===== src/rtl/parse_integer_any_radix_unit_assert.svh =====
// Assertion macros for the integer parser. Each check is sampled on the rising
// edge of clk and is switched off while rst is high.
`ifndef PARSE_INTEGER_ANY_RADIX_UNIT_ASSERT_SVH
`define PARSE_INTEGER_ANY_RADIX_UNIT_ASSERT_SVH
`ifndef NO_ASSERTIONS
`define PIAU_ASSERT_SAME(label, ante, cons) \
  label: assert property (@(posedge clk) disable iff (rst) (ante) |-> cons) \
    else $error("parser check failed");
`define PIAU_ASSERT_NEXT(label, ante, cons) \
  label: assert property (@(posedge clk) disable iff (rst) (ante) |=> cons) \
    else $error("parser check failed");
`else
`define PIAU_ASSERT_SAME(label, ante, cons)
`define PIAU_ASSERT_NEXT(label, ante, cons)
`endif
`endif


===== src/rtl/piau_pkg.sv =====
`default_nettype none

package piau_pkg;

  localparam int CHAR_SLOTS  = 16;
  localparam int DIGIT_W     = $clog2(CHAR_SLOTS);
  localparam int LEN_W       = 5;
  localparam int ADDR_W      = 5;
  localparam int DATA_W      = 64;
  localparam int QUEUE_DEPTH = 4;
  localparam int QPTR_W      = $clog2(QUEUE_DEPTH);
  localparam int QCNT_W      = $clog2(QUEUE_DEPTH + 1);

  localparam logic [1:0] REG_BASE_LENGTH = 2'd0;
  localparam logic [1:0] REG_CHARS_LOW   = 2'd1;
  localparam logic [1:0] REG_CHARS_HIGH  = 2'd2;

  localparam logic [7:0] CH_NUL   = 8'h00;
  localparam logic [7:0] CH_PLUS  = 8'h2B;
  localparam logic [7:0] CH_MINUS = 8'h2D;
  localparam logic [7:0] CH_SPACE = 8'h20;
  localparam logic [7:0] CH_LF    = 8'h0A;
  localparam logic [7:0] CH_TAB   = 8'h09;
  localparam logic [7:0] CH_CR    = 8'h0D;
  localparam logic [7:0] CH_FF    = 8'h0C;
  localparam logic [7:0] CH_VT    = 8'h0B;

  typedef enum logic [1:0] {
    ST_OK           = 2'd0,
    ST_BAD_ALPHABET = 2'd1,
    ST_BAD_CHAR     = 2'd2
  } status_t;

  typedef enum logic [1:0] {
    OP_DIGIT = 2'd0,
    OP_BAD   = 2'd1,
    OP_END   = 2'd2
  } op_t;

  typedef struct packed {
    logic [LEN_W-1:0]  base_length;
    logic [DATA_W-1:0] chars_low;
    logic [DATA_W-1:0] chars_high;
  } cfg_t;

  typedef struct packed {
    op_t                op;
    logic [DIGIT_W-1:0] digit;
    logic [LEN_W-1:0]   base;
    logic               negative;
    logic               alpha_bad;
  } entry_t;

  typedef struct packed {
    logic              empty;
    logic              full;
    logic [QCNT_W-1:0] count;
  } qstat_t;

  function automatic logic [7:0] slot_char(cfg_t cfg, int unsigned idx);
    logic [7:0] c;
    if (idx < 8) begin
      c = cfg.chars_low[8*idx +: 8];
    end else begin
      c = cfg.chars_high[8*(idx-8) +: 8];
    end
    return c;
  endfunction

endpackage

`default_nettype wire


===== src/rtl/parse_integer_any_radix_unit.sv =====
// A terminating zero byte passes through the queue and then the output register
// when both are empty. Throughput: one byte per cycle while the queue is not full;
// the back end runs one 32-bit multiply-accumulate per cycle while digits are queued,
// and a four-entry queue separates it from the byte classifier.
// Reset (synchronous, rst high) clears the alphabet registers, parser state, queue and
// the output valid.
`default_nettype none

`include "parse_integer_any_radix_unit_assert.svh"

module parse_integer_any_radix_unit #(
  parameter int MAX_RADIX = 16
) (
  input  wire logic                          clk,
  input  wire logic                          rst,
  input  wire logic                          psel,
  input  wire logic                          penable,
  input  wire logic                          pwrite,
  input  wire logic [piau_pkg::ADDR_W-1:0]   paddr,
  input  wire logic [piau_pkg::DATA_W-1:0]   pwdata,
  output logic [piau_pkg::DATA_W-1:0]        prdata,
  output logic                               pready,
  input  wire logic                          in_valid,
  output logic                               in_stall,
  input  wire logic [7:0]                    char_byte,
  output logic                               out_valid,
  input  wire logic                          out_stall,
  output logic signed [31:0]                 value,
  output logic [1:0]                         status
);

  piau_pkg::cfg_t   cfg;
  piau_pkg::entry_t push_entry;
  piau_pkg::entry_t head;
  piau_pkg::qstat_t q_stat;
  logic             push;
  logic             pop;
  logic             cfg_wr;
  logic [1:0]       reg_idx;
  logic             lone_end;

  assign pready  = 1'b1;
  assign cfg_wr  = psel && penable && pwrite && pready;
  assign reg_idx = paddr[piau_pkg::ADDR_W-1:3];

  always_ff @(posedge clk) begin
    if (rst) begin
      cfg.base_length <= '0;
      cfg.chars_low   <= '0;
      cfg.chars_high  <= '0;
    end else if (cfg_wr) begin
      unique case (reg_idx)
        piau_pkg::REG_BASE_LENGTH: cfg.base_length <= pwdata[piau_pkg::LEN_W-1:0];
        piau_pkg::REG_CHARS_LOW:   cfg.chars_low   <= pwdata;
        piau_pkg::REG_CHARS_HIGH:  cfg.chars_high  <= pwdata;
        default:                   cfg.chars_low   <= cfg.chars_low;
      endcase
    end
  end

  always_comb begin
    unique case (reg_idx)
      piau_pkg::REG_BASE_LENGTH: prdata = piau_pkg::DATA_W'(cfg.base_length);
      piau_pkg::REG_CHARS_LOW:   prdata = cfg.chars_low;
      piau_pkg::REG_CHARS_HIGH:  prdata = cfg.chars_high;
      default:                   prdata = '0;
    endcase
  end

  piau_front #(
    .MAX_RADIX (MAX_RADIX)
  ) u_front (
    .clk        (clk),
    .rst        (rst),
    .cfg        (cfg),
    .in_valid   (in_valid),
    .char_byte  (char_byte),
    .in_stall   (in_stall),
    .q_stat     (q_stat),
    .push       (push),
    .push_entry (push_entry)
  );

  piau_queue u_queue (
    .clk        (clk),
    .rst        (rst),
    .push       (push),
    .push_entry (push_entry),
    .pop        (pop),
    .head       (head),
    .q_stat     (q_stat)
  );

  piau_back u_back (
    .clk       (clk),
    .rst       (rst),
    .head      (head),
    .q_stat    (q_stat),
    .pop       (pop),
    .out_valid (out_valid),
    .out_stall (out_stall),
    .value     (value),
    .status    (status)
  );

  assign lone_end = in_valid && !in_stall && (char_byte == piau_pkg::CH_NUL) &&
                    q_stat.empty && !out_valid;

  // A failed parse never carries a value.
  `PIAU_ASSERT_SAME(a_err_zero, out_valid && status != piau_pkg::ST_OK, value == 32'sd0)
  // The queue never holds more entries than it has slots.
  `PIAU_ASSERT_SAME(a_q_bound, 1'b1, q_stat.count <= piau_pkg::QCNT_W'(piau_pkg::QUEUE_DEPTH))
  // With nothing ahead of it, a terminating byte reaches the output through the queue.
  `PIAU_ASSERT_NEXT(a_end_latency, lone_end, ##1 out_valid)

endmodule

`default_nettype wire


===== src/rtl/piau_front.sv =====
`default_nettype none

module piau_front #(
  parameter int MAX_RADIX = 16
) (
  input  wire logic              clk,
  input  wire logic              rst,
  input  wire piau_pkg::cfg_t    cfg,
  input  wire logic              in_valid,
  input  wire logic [7:0]        char_byte,
  output logic                   in_stall,
  input  wire piau_pkg::qstat_t  q_stat,
  output logic                   push,
  output piau_pkg::entry_t       push_entry
);

  // Slots beyond the radix limit can never hold a usable digit.
  localparam int NUM_CHARS = (MAX_RADIX < piau_pkg::CHAR_SLOTS) ?
                             MAX_RADIX : piau_pkg::CHAR_SLOTS;

  typedef enum logic [1:0] {
    PH_LEAD = 2'b01,
    PH_NUM  = 2'b10
  } phase_t;

  phase_t phase, phase_next;
  logic   negative, negative_next;

  logic [NUM_CHARS-1:0]         hit;
  logic [piau_pkg::DIGIT_W-1:0] digit;
  logic                         alpha_ok;
  logic                         is_space;
  logic                         accept;

  assign in_stall = q_stat.full;
  assign accept   = in_valid && !in_stall;

  assign is_space = (char_byte == piau_pkg::CH_SPACE) || (char_byte == piau_pkg::CH_LF) ||
                    (char_byte == piau_pkg::CH_TAB) || (char_byte == piau_pkg::CH_CR) ||
                    (char_byte == piau_pkg::CH_FF) || (char_byte == piau_pkg::CH_VT);

  always_comb begin
    hit = '0;
    for (int i = 0; i < NUM_CHARS; i++) begin
      hit[i] = (piau_pkg::LEN_W'(i) < cfg.base_length) &&
               (piau_pkg::slot_char(cfg, i) == char_byte);
    end
  end

  // The lowest matching slot wins.
  always_comb begin
    digit = '0;
    for (int i = NUM_CHARS - 1; i >= 0; i--) begin
      if (hit[i]) begin
        digit = piau_pkg::DIGIT_W'(i);
      end
    end
  end

  // Every slot in use must be unique and must not be NUL, '+' or '-'.
  always_comb begin
    logic [7:0] ci;
    ci = '0;
    alpha_ok = (cfg.base_length >= piau_pkg::LEN_W'(2)) &&
               (cfg.base_length <= piau_pkg::LEN_W'(NUM_CHARS));
    for (int i = 0; i < piau_pkg::CHAR_SLOTS; i++) begin
      ci = piau_pkg::slot_char(cfg, i);
      if (piau_pkg::LEN_W'(i) < cfg.base_length) begin
        if (ci == piau_pkg::CH_NUL || ci == piau_pkg::CH_PLUS || ci == piau_pkg::CH_MINUS) begin
          alpha_ok = 1'b0;
        end
        for (int j = i + 1; j < piau_pkg::CHAR_SLOTS; j++) begin
          if ((piau_pkg::LEN_W'(j) < cfg.base_length) && (piau_pkg::slot_char(cfg, j) == ci)) begin
            alpha_ok = 1'b0;
          end
        end
      end
    end
  end

  always_comb begin
    phase_next           = phase;
    negative_next        = negative;
    push                 = 1'b0;
    push_entry.op        = (|hit) ? piau_pkg::OP_DIGIT : piau_pkg::OP_BAD;
    push_entry.digit     = digit;
    push_entry.base      = cfg.base_length;
    push_entry.negative  = negative;
    push_entry.alpha_bad = !alpha_ok;
    if (accept) begin
      priority if (char_byte == piau_pkg::CH_NUL) begin
        push          = 1'b1;
        push_entry.op = piau_pkg::OP_END;
        phase_next    = PH_LEAD;
        negative_next = 1'b0;
      end else if (phase == PH_LEAD && is_space) begin
        phase_next = PH_LEAD;
      end else if (phase == PH_LEAD && char_byte == piau_pkg::CH_MINUS) begin
        phase_next    = PH_NUM;
        negative_next = 1'b1;
      end else if (phase == PH_LEAD && char_byte == piau_pkg::CH_PLUS) begin
        phase_next = PH_NUM;
      end else begin
        phase_next = PH_NUM;
        push       = 1'b1;
      end
    end
  end

  always_ff @(posedge clk) begin
    if (rst) begin
      phase    <= PH_LEAD;
      negative <= 1'b0;
    end else begin
      phase    <= phase_next;
      negative <= negative_next;
    end
  end

endmodule

`default_nettype wire


===== src/rtl/piau_queue.sv =====
`default_nettype none

module piau_queue (
  input  wire logic              clk,
  input  wire logic              rst,
  input  wire logic              push,
  input  wire piau_pkg::entry_t  push_entry,
  input  wire logic              pop,
  output piau_pkg::entry_t       head,
  output piau_pkg::qstat_t       q_stat
);

  piau_pkg::entry_t mem [piau_pkg::QUEUE_DEPTH];

  logic [piau_pkg::QPTR_W-1:0] wr_ptr;
  logic [piau_pkg::QPTR_W-1:0] rd_ptr;
  logic [piau_pkg::QCNT_W-1:0] count;
  logic                        do_push;
  logic                        do_pop;

  assign q_stat.count = count;
  assign q_stat.empty = (count == '0);
  assign q_stat.full  = (count == piau_pkg::QCNT_W'(piau_pkg::QUEUE_DEPTH));

  assign do_push = push && !q_stat.full;
  assign do_pop  = pop && !q_stat.empty;
  assign head    = mem[rd_ptr];

  always_ff @(posedge clk) begin
    if (do_push) begin
      mem[wr_ptr] <= push_entry;
    end
  end

  always_ff @(posedge clk) begin
    if (rst) begin
      wr_ptr <= '0;
      rd_ptr <= '0;
      count  <= '0;
    end else begin
      if (do_push) begin
        wr_ptr <= wr_ptr + piau_pkg::QPTR_W'(1);
      end
      if (do_pop) begin
        rd_ptr <= rd_ptr + piau_pkg::QPTR_W'(1);
      end
      unique case ({do_push, do_pop})
        2'b10:   count <= count + piau_pkg::QCNT_W'(1);
        2'b01:   count <= count - piau_pkg::QCNT_W'(1);
        default: count <= count;
      endcase
    end
  end

endmodule

`default_nettype wire


===== src/rtl/piau_back.sv =====
`default_nettype none

module piau_back (
  input  wire logic              clk,
  input  wire logic              rst,
  input  wire piau_pkg::entry_t  head,
  input  wire piau_pkg::qstat_t  q_stat,
  output logic                   pop,
  output logic                   out_valid,
  input  wire logic              out_stall,
  output logic signed [31:0]     value,
  output logic [1:0]             status
);

  logic [31:0]       acc;
  logic              bad_char;
  logic [31:0]       mac;
  piau_pkg::status_t end_status;
  logic [31:0]       end_value;
  logic              out_free;
  piau_pkg::status_t status_q;

  assign out_free = !out_valid || !out_stall;
  // Digits and bad bytes drain every cycle; the end marker waits for the output register.
  assign pop = !q_stat.empty && ((head.op != piau_pkg::OP_END) || out_free);

  assign mac = acc * 32'(head.base) + 32'(head.digit);

  always_comb begin
    priority if (head.alpha_bad) begin
      end_status = piau_pkg::ST_BAD_ALPHABET;
    end else if (bad_char) begin
      end_status = piau_pkg::ST_BAD_CHAR;
    end else begin
      end_status = piau_pkg::ST_OK;
    end
    if (end_status != piau_pkg::ST_OK) begin
      end_value = '0;
    end else if (head.negative) begin
      end_value = 32'd0 - acc;
    end else begin
      end_value = acc;
    end
  end

  always_ff @(posedge clk) begin
    if (rst) begin
      acc       <= '0;
      bad_char  <= 1'b0;
      out_valid <= 1'b0;
    end else begin
      if (pop) begin
        unique case (head.op)
          piau_pkg::OP_DIGIT: acc <= mac;
          piau_pkg::OP_BAD:   bad_char <= 1'b1;
          piau_pkg::OP_END: begin
            acc      <= '0;
            bad_char <= 1'b0;
          end
          default: acc <= acc;
        endcase
      end
      if (pop && head.op == piau_pkg::OP_END) begin
        out_valid <= 1'b1;
      end else if (!out_stall) begin
        out_valid <= 1'b0;
      end
    end
  end

  always_ff @(posedge clk) begin
    if (pop && head.op == piau_pkg::OP_END) begin
      value    <= end_value;
      status_q <= end_status;
    end
  end

  assign status = status_q;

endmodule

`default_nettype wire

===== config.mk =====
export PLATFORM = sky130hd
export DESIGN_NAME = parse_integer_any_radix_unit
export DESIGN_NICKNAME = d
export VERILOG_FILES = /design/src/rtl/piau_pkg.sv /design/src/rtl/parse_integer_any_radix_unit.sv /design/src/rtl/piau_front.sv /design/src/rtl/piau_queue.sv /design/src/rtl/piau_back.sv
export VERILOG_INCLUDE_DIRS = /design/src /design/src/rtl
export SDC_FILE = /design/constraint.sdc
export NUM_CORES = 2
export LEC_CHECK = 0
export BUFFER_PORTS_ARGS = -buffer_cell sky130_fd_sc_hd__buf_2
export CORE_MARGIN = 1.5
export CORE_UTILIZATION = 25
export CTS_CLUSTER_DIAMETER = 200
export DETAILED_ROUTE_END_ITERATION = 12
export PLACE_DENSITY_LB_ADDON = 0.25
export SETUP_SLACK_MARGIN = 0.02
export SYNTH_ARGS = -nofsm -noshare
export SYNTH_HDL_FRONTEND = slang
export SYNTH_SLANG_ARGS = --single-unit
export TNS_END_PERCENT = 1

===== constraint.sdc =====
create_clock -name clk -period 14.65 [get_ports clk]
set_clock_uncertainty 0.15 [all_clocks]
set_input_delay 1.465 -clock clk [delete_from_list [all_inputs] [get_ports clk]]
set_output_delay 1.465 -clock clk [all_outputs]
set_load 0.01 [all_outputs]

* Word-level counts from Yosys, hierarchy flattened
Memory sizes are Yosys's and may differ from the RTL's. A register that Yosys moved wholly into a read port is not among the register bits. Index checks and enable logic that the tools add are counted.
Operators by class: add/subtract/negate cells 6, multipliers 1, order comparisons 18, eq/ne operators 187, mux-type cells 314, reduce and logical (&&, ||, !) cells 223
Operator list (number):
- $eq A8 B8 Y1 | 136
- $mux W8 | 120
- $eq A8 B6 Y1 const B | 35
- $pmux W64 S3 | 1
- $mux W1 | 165
- $logic_and A1 B1 Y1 | 147
- $logic_not A8 Y1 | 17
- $mux W4 | 16
- $pmux W32 S2 | 1
- $eq A8 B4 Y1 const B | 5
- $lt A4 B5 Y1 const A | 8
- $logic_or A1 B1 Y1 | 39
- $add A32 B4 Y32 | 1
- $mul A32 B5 Y32 | 1
- $mux W32 | 1
- $sub A1 B32 Y32 const A | 1
- $lt A3 B5 Y1 const A | 4
- $mux W2 | 8
- $reduce_or A16 Y1 | 1
- $lt A1 B5 Y1 const A | 2
- $lt A2 B5 Y1 const A | 2
- $reduce_and A2 Y1 | 5
- $reduce_bool A2 Y1 | 5
- $eq A2 B1 Y1 const B | 4
- 15 further kinds | 24
Word-level totals: register bits after elaboration 211, memory bits (writable) 52, bits of input ports 84, output and inout bits 101, word-level logic and storage cells 763, memories kept 1
Memories:
- u_queue.mem | words 4, width 13, rd ports 1, clocked after memory_dff 1, wr ports 1, line piau_queue.sv:13 | piau_pkg::entry_t mem [piau_pkg::QUEUE_DEPTH];

* Logic depth before layout (Yosys ltp)
depth in word-level cells 156, gate-level depth with buffers 18, depth with buffers taken out 16

* By module
Synthesis repeated with hierarchy kept, for this count alone.
Second synthesis, totals: cells, all modules 3691, area, all modules 31537.7 µm²
By module, submodules not included:
- piau_front | times used 1, cells an instance 2008, area an instance 14676.6 µm²
- piau_back | times used 1, cells an instance 964, area an instance 8335.5 µm²
- parse_integer_any_radix_unit | times used 1, cells an instance 598, area an instance 6170.9 µm²
- piau_queue | times used 1, cells an instance 121, area an instance 2354.8 µm²

* Worst setup path before layout
Ideal clock, no wire load.
kind reg2reg, from reg with a tool-made name, to reg u_back.acc[30], arrival time 5142 ps, path slack 9241 ps, cell stages (with the launch flop) 19, path buffers 3, clock period less this slack 5409 ps, cell sequence dfxtp_1 buf_6 mux4_2 clkbuf_1 buf_1 nand2_1 fa_1 fa_1 fa_1 inv_1 ha_1 nor2b_1 o21ai_0 a21boi_1 o211ai_1 a2111oi_1 o2111ai_1 a21o_1 a32o_1
RTL lines:
- end signal: assignment | line piau_back.sv:54 | piau_pkg::OP_DIGIT: acc <= mac;
- end: declaration | line piau_back.sv:15 | logic [31:0] acc;

==> flow_summary.toml <==
[outcome]
status = "finished, final reports clean"

[timing]
rsz0062_at_grt = "no"
fmax_ghz = 0.157
setup_viol = 0
drv_slew = 0
post-route-min-period_ns = 6.38
setup_tns_ns = 0
worstMarginPinSlew_ns = 1.08
relSlewSlack_pct = 27.7
hold_viol_final = 0
fin_crit_sh_pct = 43.6

[setup_path]
cp.required_ns = 14.99
r2r-end = "u_back.acc[30]"
crit_chain = "mux4_2, nand2_1, fa_1, fa_1, fa_1, inv_1, ha_1, nor2b_1, o21ai_0, a21boi_1, o211ai_1, a2111oi_1, o2111ai_1, a21o_1, a32o_1"
r2r_cells = 15
crit_slowest_cell = "mux4_2"
slowest_delay_ns = 0.87
cp_max_fo = 30
r2r_slack_ns = 8.27
arrival_ns = 6.72
critPathKind = "reg2reg"
critPathBufInv = 1
start_kind = "register"
path_delay_family = "compound AO/OA/AOI/OAI gates"
crit_top_cell = "fa_1"
end_kind = "register"

[clocking]
cts_tree = "built"
cts-root-buf = "clkbuf_16"
cts_setup_buffers = 0
cts_buffers = 34
cts_buffer_depth = 3
cts_hold_buf = 0
clkTransAtPathRegs_ns = 0.06
h-tree-depth = 2
cts.sinks = 265
clk_latency_ns = 0.61
post_cts_resized = 0

[pwr]
ir_worst_vdd_v = 0.0000771
seq_power_share_pct = 37.1
power_density_nw_per_um2 = 65.2
power_frac_comb_pct = 23.8
power_frac_clock_pct = 39.1
p_switching_w = 0.000743
leakage_nw = 15.0
p_int_w = 0.00144
netSwitchingFraction_pct = 34.1

[yosys]
async_flop_share_pct = 0
yosys_warnings = 0
syn_area_per_cell_um2 = 8.16
synth_top_family_by_area = "XOR/XNOR gates"
synth-seq-area-share_pct = 20.5
synth_cell_types = 71
netlist_area_um2 = 30000
syn_nets = 3919
synthAdderAreaFrac_pct = 8.68
synth-seq-cells = 265
syn_inst = 3679
ys.flop_type = "dfxtp_1"
synth-simple-area-share_pct = 18.5
synth_mux_area_share_pct = 1.34
synth-edff-count = 86
synth_xor_area_share_pct = 34.2
synth_compound_area_share_pct = 9.29

[min_path]
hp-start = "u_front.phase[1]"
whs_path_depth = 2
hp-class = "reg2reg"
min_to = "u_front.phase[1]"

[floorplanning]
dieHeight_um = 350
coreArea_um2 = 119000
rows = 126
die_x_um = 350
io_pins = 185
initial_core_util_pct = 25.3
die_area_um2 = 122000

[routing]
antenna_left = 0
wirelength_mm = 127
wl_per_cell_um = 24.1
num_vias = 27000
drt_iter0_drc = 2259
drcViolationCount = 0
first_pass_iters = 5
via_per_inst = 5.12

[job]
maxCapViolCount = 0

[final_layout]
nets = 3883
fin_cells = 5278
area_growth_pct = 11.3
mostFrequentLayoutCell = "xor2_1"
layout-drive-gt1-share_pct = 11.3
n_fill_cell = 12900
final_cell_mix = "xor2_1 (597), xnor2_1 (574), nand2_1 (409), a21oi_1 (182)"
final_area_um2 = 33400

[grt]
grt-ovfl-total = 0
grt_pass1_wl_mm = 187
grt_max_degree = 90
grt_use_total_pct = 20.5
antenna_found_initial = 22
grt_pass1_vias = 26300

[placed_design]
place_area_um2 = 32300
hpwl_mm = 79.4
dp.cells = 5207
gp_congestion = 0.950
io_buffer_count = 180
-- worst max path at each step --
| stage | from | endpoint | cells after the start |
|---|---|---|---|
| final | register | u_back.acc[30] | 15 |
| after global routing | register | u_back.acc[30] | 15 |
| after CTS | register | u_back.acc[30] | 15 |
| after detailed placement | register | u_back.acc[30] | 15 |
| after global placement | register | u_back.acc[30] | 15 |
| after floorplan | register | u_back.acc[30] | 18 |
-- cells in the mapped netlist, types with 9 or more instances --
master,instances,area [µm²]
xor2_1,597,5230
nand3_1,57,285
nand2_1,409,1540
a22o_1,61,534
xnor2_1,574,5030
nor3_1,83,415
buf_1,85,319
dfxtp_1,179,3580
nor2b_1,11,68.8
o22ai_1,11,68.8
mux2i_1,11,110
and3_1,13,81.3
mux4_2,13,293
or4_1,17,128
o21bai_1,9,67.6
edfxtp_1,86,2580
or3_1,9,56.3
a31oi_1,35,219
a21o_1,16,120
clkbuf_1,104,390
fa_1,87,1740
and2_1,70,438
nand4_1,152,951
nor2_1,108,405
o31ai_1,13,97.6
a22oi_1,12,90.1
buf_2,209,1050
o21ai_0,43,215
a21oi_1,182,911
ha_1,69,863
inv_1,115,432
nor4_1,149,932
-- metal layers --
layer / GRT usage (%) / vias to the layer above / wire, µm / share of wire [%]
li1: - / 12200 / - / -
met1: 27.2 / 13200 / 53500 / 42
met2: 31.8 / 1303 / 55600 / 44
met3: 4.53 / 309 / 12000 / 9.5
met4: 8.56 / 10 / 5820 / 4.6
met5: 0 / - / 74 / 0.058
-- power groups by stage --
stage	sequential [W]	combinational (W)	clock (W)
after floorplan	0.000815	0.000373	0
after global placement	0.000825	0.000516	0
after detailed placement	0.000825	0.000520	0
after CTS	0.000809	0.000522	0.000883
after global routing	0.000812	0.000569	0.000907
final	0.000809	0.000518	0.000852
-- layout make-up --
type                    instances  area (µm²)  share of cell area [%]
multi-input cells            2896       21600                    64.8
clock inverters                15         141                   0.423
inverters                     115         432                    1.29
diodes                         10        25.0                  0.0749
clock buffers                  46         968                    2.90
flip-flops and latches        265        6170                    18.4
repair buffers                331        2040                    6.11
well taps                    1600        2000                    5.99
-- sequential cells by signal, summed over array words and instances, names as in the netlist, named ones only --
register,flops
u_back.out_valid,1
u_back.status,2
cfg,133
u_front.phase,2
u_queue.rd_ptr,2
u_queue.count,3
u_back.acc,32
u_front.negative,1
u_back.value,32
u_queue.wr_ptr,2
u_queue.mem,52
u_back.bad_char,1
-- tightest hold or removal path, cell delays in order (launching register included) --
cell     delay (ns)
dfxtp_1        0.31
inv_1          0.05
a21oi_1        0.05
-- kinds of logic (layout without fill, tap and decap cells) --
| group | count (synthesis) | in the layout |
|---|---|---|
| adder cells (fa/ha/maj) | 156 | 156 |
| AO/OA/AOI/OAI | 434 | 434 |
| multiplexers | 24 | 24 |
| flip-flops | 265 | 265 |
| AND/OR/NAND/NOR | 1110 | 1110 |
| buffers and inverters | 518 | 507 |
| other | 1 | 11 |
| XOR/XNOR | 1171 | 1171 |
-- per-stage QoR --
stage / util [%] / hold slack (ns) / worst slack, ns / total power [W]
global placement: 27.2 / 0.282 / 8.28 / 0.00134
global route: 28.2 / 0.319 / 7.82 / 0.00229
finish: 28.2 / 0.302 / 8.27 / 0.00218
floorplan: - / 0.268 / 9.24 / 0.00119
detailed placement: 27.2 / 0.291 / 8.25 / 0.00135
CTS: 28.2 / 0.300 / 8.22 / 0.00221
Power figures use the tool's default switching activity.
